[src/rtl/irpw_pkg.sv]
// Package for the IR pulse-width frame sender.
// Holds register indexes, reset values, line phase codes and the config bundle.
// No dependencies.
package irpw_pkg;

    // Register widths and indexes on the APB port
    localparam int unsigned TICK_W = 16;
    localparam int unsigned REP_W  = 2;
    localparam int unsigned ADDR_W = 4;
    localparam int unsigned PDATA_W = 32;

    localparam logic [1:0] REG_SHORT  = 2'd0;
    localparam logic [1:0] REG_LONG   = 2'd1;
    localparam logic [1:0] REG_GAP    = 2'd2;
    localparam logic [1:0] REG_REPEAT = 2'd3;

    // Reset values of the registers
    localparam logic [TICK_W-1:0] SHORT_RST  = 16'd800;
    localparam logic [TICK_W-1:0] LONG_RST   = 16'd1600;
    localparam logic [TICK_W-1:0] GAP_RST    = 16'd3000;
    localparam logic [REP_W-1:0]  REPEAT_RST = 2'd2;

    // Line phase codes
    localparam logic [1:0] PH_IDLE = 2'd0;
    localparam logic [1:0] PH_HIGH = 2'd1;
    localparam logic [1:0] PH_LOW  = 2'd2;
    localparam logic [1:0] PH_GAP  = 2'd3;

    // Timing settings handed from the register block to the sequencer
    typedef struct packed {
        logic [TICK_W-1:0] short_ticks;
        logic [TICK_W-1:0] long_ticks;
        logic [TICK_W-1:0] gap_ticks;
        logic [REP_W-1:0]  repeat_count;
    } cfg_t;

endpackage

[src/rtl/irpw_regs.sv]
// APB register block of the IR pulse-width frame sender.
// Holds short, long, gap tick counts and the repeat count; uses irpw_pkg.
module irpw_regs
(
    input  logic                          clk,
    input  logic                          rst_n,
    input  logic                          psel,
    input  logic                          penable,
    input  logic                          pwrite,
    input  logic [irpw_pkg::ADDR_W-1:0]   paddr,
    input  logic [irpw_pkg::PDATA_W-1:0]  pwdata,
    output logic [irpw_pkg::PDATA_W-1:0]  prdata,
    output logic                          pready,
    output irpw_pkg::cfg_t                cfg
);

    irpw_pkg::cfg_t cfg_reg;
    logic [1:0]     reg_idx;
    logic           wr_en;

    assign pready  = 1'b1;
    assign reg_idx = paddr[3:2];
    assign wr_en   = psel && penable && pwrite;
    assign cfg     = cfg_reg;

    // Register writes on the access cycle
    always_ff @(posedge clk or negedge rst_n)
    begin
        if (!rst_n)
        begin
            cfg_reg.short_ticks  <= irpw_pkg::SHORT_RST;
            cfg_reg.long_ticks   <= irpw_pkg::LONG_RST;
            cfg_reg.gap_ticks    <= irpw_pkg::GAP_RST;
            cfg_reg.repeat_count <= irpw_pkg::REPEAT_RST;
        end
        else if (wr_en)
        begin
            unique case (reg_idx)
                irpw_pkg::REG_SHORT:  cfg_reg.short_ticks  <= pwdata[irpw_pkg::TICK_W-1:0];
                irpw_pkg::REG_LONG:   cfg_reg.long_ticks   <= pwdata[irpw_pkg::TICK_W-1:0];
                irpw_pkg::REG_GAP:    cfg_reg.gap_ticks    <= pwdata[irpw_pkg::TICK_W-1:0];
                irpw_pkg::REG_REPEAT: cfg_reg.repeat_count <= pwdata[irpw_pkg::REP_W-1:0];
                default:              cfg_reg <= cfg_reg;
            endcase
        end
    end

    // Read mux
    always_comb
    begin
        prdata = '0;
        unique case (reg_idx)
            irpw_pkg::REG_SHORT:  prdata[irpw_pkg::TICK_W-1:0] = cfg_reg.short_ticks;
            irpw_pkg::REG_LONG:   prdata[irpw_pkg::TICK_W-1:0] = cfg_reg.long_ticks;
            irpw_pkg::REG_GAP:    prdata[irpw_pkg::TICK_W-1:0] = cfg_reg.gap_ticks;
            irpw_pkg::REG_REPEAT: prdata[irpw_pkg::REP_W-1:0]  = cfg_reg.repeat_count;
            default:              prdata = '0;
        endcase
    end

endmodule

[src/rtl/ir_pulse_width_frame_sender.sv]
// Top level of the IR pulse-width frame sender: stream in, stream out, APB config.
// Uses irpw_pkg and irpw_regs.
//
//  channel   dir   handshake          payload
//  s_*       in    s_tvalid/s_tready  tuser: kind; tdata: player, data_field, control_field
//  m_*       out   m_tvalid/m_tready  tdata: ir_level, busy_res
//  APB       in    psel/penable       short, long, gap ticks, repeat count
//
// One item per cycle while the output is not stalled: each accepted item updates the
// sequencer state in the same edge and its result lands in the output register.
// s_tready stays high while the output register is empty or being drained,
// so a stalled output holds only the one result.
// Reset clears all state; the line is idle and low after reset.
module ir_pulse_width_frame_sender
#(
    parameter int unsigned FIELD_BITS = 5
)
(
    input  logic                             clk,
    input  logic                             rst_n,
    // input stream
    input  logic                             s_tvalid,
    output logic                             s_tready,
    // [FIELD_BITS-1:0] player, next data_field, next control_field, zero fill
    input  logic [((3*FIELD_BITS+7)/8)*8-1:0] s_tdata,
    // [0] kind
    input  logic                             s_tuser,
    // result stream
    output logic                             m_tvalid,
    input  logic                             m_tready,
    // [0] ir_level, [1] busy_res, zero fill
    output logic [7:0]                       m_tdata,
    // configuration
    input  logic                             psel,
    input  logic                             penable,
    input  logic                             pwrite,
    input  logic [irpw_pkg::ADDR_W-1:0]      paddr,
    input  logic [irpw_pkg::PDATA_W-1:0]     pwdata,
    output logic [irpw_pkg::PDATA_W-1:0]     prdata,
    output logic                             pready
);

    localparam int unsigned FRAME_LEN = 1 + 3 * FIELD_BITS;
    localparam int unsigned IDX_W     = $clog2(FRAME_LEN);
    localparam logic [IDX_W-1:0] LAST_IDX = IDX_W'(FRAME_LEN - 1);
    localparam int unsigned TW = irpw_pkg::TICK_W;

    irpw_pkg::cfg_t cfg;

    logic [FRAME_LEN-1:0]  frame_reg, frame_next;
    logic [FRAME_LEN-1:0]  pend_frame_reg, pend_frame_next;
    logic                  pend_reg, pend_next;
    logic [IDX_W-1:0]      bit_idx_reg, bit_idx_next;
    logic [1:0]            phase_reg, phase_next;
    logic [TW-1:0]         tick_cnt_reg, tick_cnt_next;
    logic [1:0]            passes_reg, passes_next;
    logic                  out_valid_reg;
    logic [1:0]            out_data_reg;

    logic                  accept;
    logic [FRAME_LEN-1:0]  fire_frame;
    logic [IDX_W-1:0]      bit_pos;
    logic                  cur_bit;
    logic [TW-1:0]         seg_raw;
    logic [TW-1:0]         seg_len;
    logic [TW-1:0]         tick_inc;
    logic [1:0]            reps;
    logic [1:0]            passes_inc;

    irpw_regs u_regs
    (
        .clk     (clk),
        .rst_n   (rst_n),
        .psel    (psel),
        .penable (penable),
        .pwrite  (pwrite),
        .paddr   (paddr),
        .pwdata  (pwdata),
        .prdata  (prdata),
        .pready  (pready),
        .cfg     (cfg)
    );

    assign s_tready = !out_valid_reg || m_tready;
    assign accept   = s_tvalid && s_tready;
    assign m_tvalid = out_valid_reg;
    assign m_tdata  = {6'd0, out_data_reg};

    // Frame: start one, then player, data, control, msb first
    assign fire_frame = {1'b1,
                         s_tdata[FIELD_BITS-1:0],
                         s_tdata[2*FIELD_BITS-1:FIELD_BITS],
                         s_tdata[3*FIELD_BITS-1:2*FIELD_BITS]};

    // Current bit and the length of the running segment
    assign bit_pos = LAST_IDX - bit_idx_reg;
    assign cur_bit = frame_reg[bit_pos];

    always_comb
    begin
        unique case (phase_reg)
            irpw_pkg::PH_HIGH: seg_raw = cur_bit ? cfg.long_ticks : cfg.short_ticks;
            irpw_pkg::PH_LOW:  seg_raw = cur_bit ? cfg.short_ticks : cfg.long_ticks;
            default:           seg_raw = cfg.gap_ticks;
        endcase
    end

    assign seg_len    = (seg_raw == '0) ? TW'(1) : seg_raw;
    assign tick_inc   = tick_cnt_reg + TW'(1);
    assign reps       = (cfg.repeat_count == '0) ? 2'd1 : cfg.repeat_count;
    assign passes_inc = passes_reg + 2'd1;

    // Sequencer next state for one item
    always_comb
    begin
        frame_next      = frame_reg;
        pend_frame_next = pend_frame_reg;
        pend_next       = pend_reg;
        bit_idx_next    = bit_idx_reg;
        phase_next      = phase_reg;
        tick_cnt_next   = tick_cnt_reg;
        passes_next     = passes_reg;

        if (s_tuser)
        begin
            if (phase_reg == irpw_pkg::PH_IDLE)
            begin
                frame_next    = fire_frame;
                bit_idx_next  = '0;
                passes_next   = '0;
                tick_cnt_next = '0;
                phase_next    = irpw_pkg::PH_HIGH;
            end
            else
            begin
                pend_frame_next = fire_frame;
                pend_next       = 1'b1;
            end
        end
        else if (phase_reg != irpw_pkg::PH_IDLE)
        begin
            if (tick_inc != '0 && tick_inc < seg_len)
            begin
                tick_cnt_next = tick_inc;
            end
            else
            begin
                tick_cnt_next = '0;
                priority if (phase_reg == irpw_pkg::PH_HIGH)
                begin
                    phase_next = irpw_pkg::PH_LOW;
                end
                else if (phase_reg == irpw_pkg::PH_LOW && bit_idx_reg != LAST_IDX)
                begin
                    bit_idx_next = bit_idx_reg + IDX_W'(1);
                    phase_next   = irpw_pkg::PH_HIGH;
                end
                else if (phase_reg == irpw_pkg::PH_LOW && cfg.gap_ticks != '0)
                begin
                    phase_next = irpw_pkg::PH_GAP;
                end
                else
                begin
                    // end of a pass: repeat, take the pending frame, or go idle
                    bit_idx_next = '0;
                    if (passes_inc >= reps)
                    begin
                        passes_next = '0;
                        if (pend_reg)
                        begin
                            pend_next  = 1'b0;
                            frame_next = pend_frame_reg;
                            phase_next = irpw_pkg::PH_HIGH;
                        end
                        else
                        begin
                            phase_next = irpw_pkg::PH_IDLE;
                        end
                    end
                    else
                    begin
                        passes_next = passes_inc;
                        phase_next  = irpw_pkg::PH_HIGH;
                    end
                end
            end
        end
    end

    // State update on each input transfer
    always_ff @(posedge clk or negedge rst_n)
    begin
        if (!rst_n)
        begin
            frame_reg      <= '0;
            pend_frame_reg <= '0;
            pend_reg       <= 1'b0;
            bit_idx_reg    <= '0;
            phase_reg      <= irpw_pkg::PH_IDLE;
            tick_cnt_reg   <= '0;
            passes_reg     <= '0;
        end
        else if (accept)
        begin
            frame_reg      <= frame_next;
            pend_frame_reg <= pend_frame_next;
            pend_reg       <= pend_next;
            bit_idx_reg    <= bit_idx_next;
            phase_reg      <= phase_next;
            tick_cnt_reg   <= tick_cnt_next;
            passes_reg     <= passes_next;
        end
    end

    // Result register
    always_ff @(posedge clk or negedge rst_n)
    begin
        if (!rst_n)
        begin
            out_valid_reg <= 1'b0;
            out_data_reg  <= '0;
        end
        else if (accept)
        begin
            out_valid_reg <= 1'b1;
            out_data_reg  <= {(phase_next != irpw_pkg::PH_IDLE) || pend_next,
                              phase_next == irpw_pkg::PH_HIGH};
        end
        else if (m_tready)
        begin
            out_valid_reg <= 1'b0;
        end
    end

    // Checks
    a_idle_no_count: assert property (@(posedge clk) disable iff (!rst_n)
        (phase_reg == irpw_pkg::PH_IDLE) |-> (tick_cnt_reg == '0 && passes_reg == '0))
        else $error("tick or pass count left over while idle");

    a_pend_busy: assert property (@(posedge clk) disable iff (!rst_n)
        pend_reg |-> (phase_reg != irpw_pkg::PH_IDLE))
        else $error("pending frame while line idle");

    a_idx_range: assert property (@(posedge clk) disable iff (!rst_n)
        bit_idx_reg <= LAST_IDX)
        else $error("bit index past end of frame");

    a_no_overwrite: assert property (@(posedge clk) disable iff (!rst_n)
        (out_valid_reg && !m_tready) |-> !accept)
        else $error("input taken while result stalled");

endmodule

[config.mk]
export PLATFORM = sky130hd
export DESIGN_NAME = ir_pulse_width_frame_sender
export DESIGN_NICKNAME = d
export VERILOG_FILES = /design/src/rtl/irpw_pkg.sv /design/src/rtl/irpw_regs.sv /design/src/rtl/ir_pulse_width_frame_sender.sv
export SDC_FILE = /design/constraint.sdc
export NUM_CORES = 1
export LEC_CHECK = 0
export BUFFER_PORTS_ARGS = -buffer_cell sky130_fd_sc_hd__buf_2
export CAP_MARGIN = 25
export CORE_MARGIN = 1
export CORE_UTILIZATION = 46
export CTS_BUF_LIST = sky130_fd_sc_hd__clkbuf_4
export DETAILED_ROUTE_END_ITERATION = 12
export PLACE_DENSITY = 0.76
export SLEW_MARGIN = 30
export SYNTH_ARGS = -nofsm -noshare
export SYNTH_HDL_FRONTEND = slang
export SYNTH_HIERARCHICAL = 1
export SYNTH_SLANG_ARGS = --single-unit
[constraint.sdc]
create_clock -name clk -period 7.63 [get_ports clk]
set_input_delay 0.763 -clock clk [delete_from_list [all_inputs] [get_ports clk]]
set_output_delay 0.763 -clock clk [all_outputs]
set_load 0.02 [all_outputs]
* Word level (Yosys, flattened, before mapping)
Cells that the tools add are included.
** Cells by class
- $add $sub $neg :: 4
- $lt $le $gt $ge :: 3
- Equality and inequality tests :: 13
- Mux-type cells :: 56
- Bitwise gates (word level) :: 1
- Reductions and logical operators :: 30
** Operators with widths (number)
- $mux 16 :: 16
- $pmux 14 s3 :: 1
- $mux 2 :: 17
- $pmux 16 s2 :: 1
- $reduce_bool 16->1 :: 2
- $mux 4 :: 7
- $add 16x1->16 const B :: 1
- $logic_not 16->1 :: 1
- $lt 16x16->1 :: 1
- $mux 1 :: 12
- $reduce_bool 2->1 :: 6
- $reduce_and 9->1 :: 1
- $ne 2x2->1 const B :: 4
- $pmux 2 s4 :: 1
- $reduce_and 2->1 :: 4
- $reduce_and 7->1 :: 1
- $eq 2x1->1 const B :: 3
- $eq 2x2->1 const B :: 3
- $logic_and 1x1->1 :: 6
- $logic_not 2->1 :: 3
- $reduce_and 3->1 :: 2
- $reduce_and 6->1 :: 1
- $lt 4x5->1 const B :: 1
- $add 4x1->4 const B :: 1
- other kinds (10) :: 11
** Storage, ports and cells
- Register bits :: 110
- Input port bits :: 60
- Output and inout port bits :: 43
- Word-level logic and storage cells :: 120

* Longest topological paths before layout
- Depth in word-level cells :: 14
- Depth in mapped cells :: 22
- Gate-level depth less buffers :: 20

* Cells and area by module
Netlist, hierarchy kept.
** By module, submodules not included
- ir_pulse_width_frame_sender :: times used 1, cells each 563, area each 4947.2 µm², sequential area each 1501.4 µm²
- irpw_regs :: times used 1, cells each 179, area each 2439.8 µm², sequential area each 1268.7 µm²

* Worst setup path before layout
OpenSTA, ideal clock, no wires.
- Kind :: reg2reg
- From :: reg bit_idx_reg[1]
- To :: reg frame_reg[0]
- Library setup time :: 137 ps
- Arrival time :: 4805 ps
- Data required time :: 7493 ps
- Path slack :: 2688 ps
- Cell stages (with the launch flop) :: 23
- Path buffers :: 3
- Clock period less this slack :: 4942 ps
- Cell sequence :: dfrtp_1 buf_4 mux2i_1 mux4_2 buf_4 mux2i_4 mux2i_1 a22oi_1 nand2_1 o21ai_0 ha_1 a21o_1 a21o_1 a21o_1 a21o_1 a21oi_1 o21ai_0 a21oi_1 a2111oi_2 nand2_2 buf_4 o22ai_1 a21oi_1
** Between the ends
- Longest elaborated chain between the ends :: 11
- Elaborated cells between the ends (all ways) :: 15
- Those cells by class :: add/sub (1); order compare (1); eq/ne (3); mux (6); reduce/logical (4)
** RTL lines
- from (decl) :: line ir_pulse_width_frame_sender.sv:53 : logic [IDX_W-1:0] bit_idx_reg, bit_idx_next;
- from (signal assigned) :: line ir_pulse_width_frame_sender.sv:208 : bit_idx_reg <= bit_idx_next;
- $sub 4x4->4 :: line ir_pulse_width_frame_sender.sv:96 : assign bit_pos = LAST_IDX - bit_idx_reg;
- $bmux 1 s4 :: line ir_pulse_width_frame_sender.sv:97 : assign cur_bit = frame_reg[bit_pos];
- $mux 1 (not written as such) :: line ir_pulse_width_frame_sender.sv:97
- $mux 16 (on tied branches) :: line ir_pulse_width_frame_sender.sv:103, ir_pulse_width_frame_sender.sv:102
- $pmux 16 s2 :: line ir_pulse_width_frame_sender.sv:101 : unique case (phase_reg)
- $logic_not 16->1 :: line ir_pulse_width_frame_sender.sv:108 : assign seg_len = (seg_raw == '0) ? TW'(1) : seg_raw;
- $mux 16 :: line ir_pulse_width_frame_sender.sv:108
- $lt 16x16->1 :: line ir_pulse_width_frame_sender.sv:142 : if (tick_inc != '0 && tick_inc < seg_len)
- $logic_and 1x1->1 :: line ir_pulse_width_frame_sender.sv:142
- $ne 2x2->1 (no line)
- $reduce_and 9->1 (no line) (*)
- to (signal assigned) :: line ir_pulse_width_frame_sender.sv:205 : frame_reg <= frame_next;
- to (decl) :: line ir_pulse_width_frame_sender.sv:50 : logic [FRAME_LEN-1:0] frame_reg, frame_next;
Every way passes the cells marked *; elsewhere a longest branch is shown, timed or not. The select of a mux whose other input is x is not followed.
A chain may end at the register's enable or synchronous reset.

* Worst setup path in the final report
- From :: reg bit_idx_reg[1]
- To :: reg frame_reg[15]
The elaborated chain is that of the path after synthesis.

==> results by group <==
Status
  – Status: completed

Timing
  – Slew headroom: 34.6%
  – Max-slew violation count: 0
  – Peak Freq: about 0.16 GHz
  – # setup viols final: 0
  – Final Hold Vio Count: 0
  – Slew @ Worst Pin: 0.981 ns
  – Tcrit/Tclk final: about 84%
  – Final hold slack: approximately 0.23 ns
  – Crit path time final: between 6 and 7 ns
  – Setup ws final: 1.25 ns
  – Final Skew: between 0.02 and 0.03 ns
  – Sum Neg Setup Slack: 0 ns
  – RSZ-0062 raised after global routing: no

Global route
  – Vias in the first global route: about 5500
  – Global route overflow: 0
  – Antenna violations before repair: 0
  – Global-route wire length before repair: 27500 µm
  – Largest net degree at the start of global routing: between 60 and 70
  – Total track usage: a little over a fifth

Synth
  – Cells after synthesis: approximately 740
  – Warnings, synthesis: 6
  – Sequential share of the synthesized area: around 38%
  – Main synth FF type: dfrtp_1
  – Synth Cell Area: around 7400 µm²
  – Post-synth EDFFs: 0
  – Syn Area/Cell: between 9 and 10 µm²
  – Async SR Flop Fraction: 100%
  – Synth Register Bits: 110
  – Synth cell types: 81

Power
  – Seq pwr share: around two fifths
  – Power per cell area: 273 nW/µm²
  – Logic pwr share: around 44%
  – Internal: 1.28 mW
  – Maximum VDD drop: 0.000153 V
  – Sw Pwr: around 860 µW
  – Tot Pwr: between 2 and 2.5 mW
  – Leak: 3.61 nW
  – Clk network pwr share: ~16%
  – Net Sw Frac: 40.1%

Clock tree
  – Hold buffer count at cts: 0
  – Post_cts resized: 0
  – CTS max path bufs: 2
  – Cts bufs inserted: 9
  – CTS Root Cell: clkbuf_4
  – Clk slew on worst S/H paths: ~0.18 ns
  – TritonCTS Sinks: 110
  – CTS tree: built
  – Latest clock arrival within the worst-skew pair: around 0.51 ns
  – CTS H-tree depth: 3
  – Post-CTS Setup Inserts: 0

Floorplanning
  – Initial Utilization: a little under half
  – Number of I/O pins: about 100
  – Die width: 129 µm
  – # rows: 45
  – Die Ht: 129 µm
  – Core area: 15400 µm²
  – Die area: around 17000 µm²

Drt
  – DRT Pass-1 Iters: 5
  – Drt wl/cell: about 17 µm
  – Drt initial violations: 427
  – Post-DRT Antenna Nets: 0
  – Post-DR vias/cell: ~6
  – Vias after detailed routing: ~5800
  – DRC Markers: 0
  – Final wirelength: around 17000 µm

Place
  – Post-DP HPWL: 12000 µm
  – DP Area: roughly 7700 µm²
  – Port buffer count: 60
  – Placer Congestion: 0.877
  – Post-Place Setup Slack: about 1.2 ns
  – Placed cells: around 1000

Critical path
  – Worst R2R Path Depth: 19
  – Critical Path AT: ~6.8 ns
  – Crit-path cells: mux2i_1, mux4_2, mux2i_4, mux2i_1, a22oi_1, nand2_1, o21ai_0, ha_1, a21o_1, a21o_1, a21o_1, a21o_1, a21oi_1, o21ai_0, a21oi_1, a2111oi_2, nand2_2, o22a_1, o22a_1
  – Max incr delay on CP: 0.88 ns
  – Reg-to-reg critical path startpoint: bit_idx_reg[1]$_DFFE_PN0P_
  – Endpoint kind of the worst setup timing path: register
  – Critical Path Slowest Stage Cell: a2111oi_2
  – Most frequent CP cell: a21o_1
  – Critical Path Source: bit_idx_reg[1]$_DFFE_PN0P_
  – CP Launch Type: register
  – Crit-path max FO: 16
  – CP Data Required Time: about 8.1 ns
  – Crit Path Class: reg -> reg

Final layout
  – Final #Nets: ~860
  – Share of cells above drive strength 1: roughly a quarter
  – Synthesis-to-layout area growth: 6.22%
  – Sequential cell area: 2770 µm²
  – Design area: 7850 µm²
  – Multi-input gate area: ~4300 µm²
  – Non-filler cells, final: about 990
  – Final core occ: 50.9%
  – Diode count: 0
  – Max reg flops: 50
  – Layout fillers: between 1000 and 1500

Run
  – Max-cap viol count: 0

Min path
  – Hold WC Path Type: in -> async
==> synthesized netlist by cell type, types with 4 or more instances <==
cell type  number  share of area, %
a21oi_1        25               1.7
nand3_1        10              0.68
a22oi_1         5              0.51
buf_4          27               2.7
nor4_1          6              0.51
xnor2_1        12               1.4
mux2_2         57               8.7
mux4_2          4               1.2
and3_1          6              0.51
o31ai_1         5              0.51
o221a_2         5              0.76
buf_2           6              0.41
o21ai_1        13              0.88
xor2_1          7              0.83
or2_2           6              0.51
a21o_1         11               1.1
and2_1          8              0.68
o21ai_0        29               2.0
o22ai_1        31               2.6
mux2_4         10               2.0
nor2b_1         6              0.51
nor3_1          6              0.41
nand2b_1       10              0.85
inv_1          12              0.61
ha_1           25               4.2
nand2_1        92               4.7
a22o_1         10               1.2
mux2i_1        54               7.3
dfrtp_1        96                33
nand4_1         8              0.68
o2bb2ai_1       4              0.47
dfstp_2        14               5.0
clkbuf_1       27               1.4
nor2_1         27               1.4
==> power by group through the flow <==
stage | Combinational, mW | Sequential (mW) | Clock [mW]
6_report | 0.950 | 0.855 | 0.337
5_1_grt | 1.05 | 0.873 | 0.362
4_1_cts | 0.949 | 0.851 | 0.345
3_5_place_dp | 0.946 | 0.862 | 0
3_3_place_gp | 0.921 | 0.858 | 0
2_1_floorplan | 0.771 | 0.808 | 0
==> cell usage in the layout, fill, tap and decap left out, drive strengths merged, types with 11 or more instances in the layout <==
| cell type | instances |
|---|---|
| a21o | 11 |
| a21oi | 26 |
| buf | 66 |
| conb | 23 |
| dfrtp | 96 |
| dfstp | 14 |
| ha | 25 |
| inv | 14 |
| mux2 | 68 |
| mux2i | 55 |
| nand2 | 93 |
| nand3 | 11 |
| nor2 | 28 |
| o21ai | 42 |
| o22ai | 31 |
| xnor2 | 12 |
==> worst max-delay path: cells and delay by family (launching register included) <==
family / cells / cell delay [ns]
and+or+nand+nor: 2 / 0.53
muxes: 4 / 2.06
adders and majority gates: 1 / 0.32
AOI/OAI and AO/OA: 12 / 2.66
DFF: 1 / 0.73
==> cell families after synthesis <==
logic type      after synthesis  share of synthesized area [%]
flops                       110                           37.5
buf+inv                      80                           6.06
other cells                   3                          0.152
fa+ha+maj                    25                           4.23
simple gates                203                           13.6
mux                         127                           19.7
xor+xnor                     19                           2.25
compound gates              175                           16.5
==> final timing paths <==
kind                                                  endpoint  slack, ns
worst min-delay path             pend_frame_reg[1]$_DFFE_PN0P_       0.23
max in group asynchronous           u_regs/cfg[37]$_DFFE_PN0P_       6.18
min in group clk                 pend_frame_reg[7]$_DFFE_PN0P_       0.49
worst max register to register       frame_reg[15]$_DFFE_PN0P_       1.25
worst max-delay path                 frame_reg[15]$_DFFE_PN0P_       1.25
worst min register to register  pend_frame_reg[15]$_DFFE_PN0P_       0.50
==> layer usage <==
| metal | global-route usage (%) | wire (µm) |
|---|---|---|
| met2 | 33.0 | 7700 |
| met1 | 29.5 | 7880 |
| met4 | 8.79 | 408 |
| met5 | 0 | 0 |
| met3 | 2.99 | 657 |
==> cell type report <==
cell class / count / area share, %
multi-input cells: 572 / 54.2
flip-flops and latches: 110 / 35.3
repair buffers: 66 / 4.43
well taps: 211 / 3.36
clock inverters: 7 / 1.23
clock buffers: 9 / 0.861
inverters: 13 / 0.622
Power figures use the tool's default switching activity.
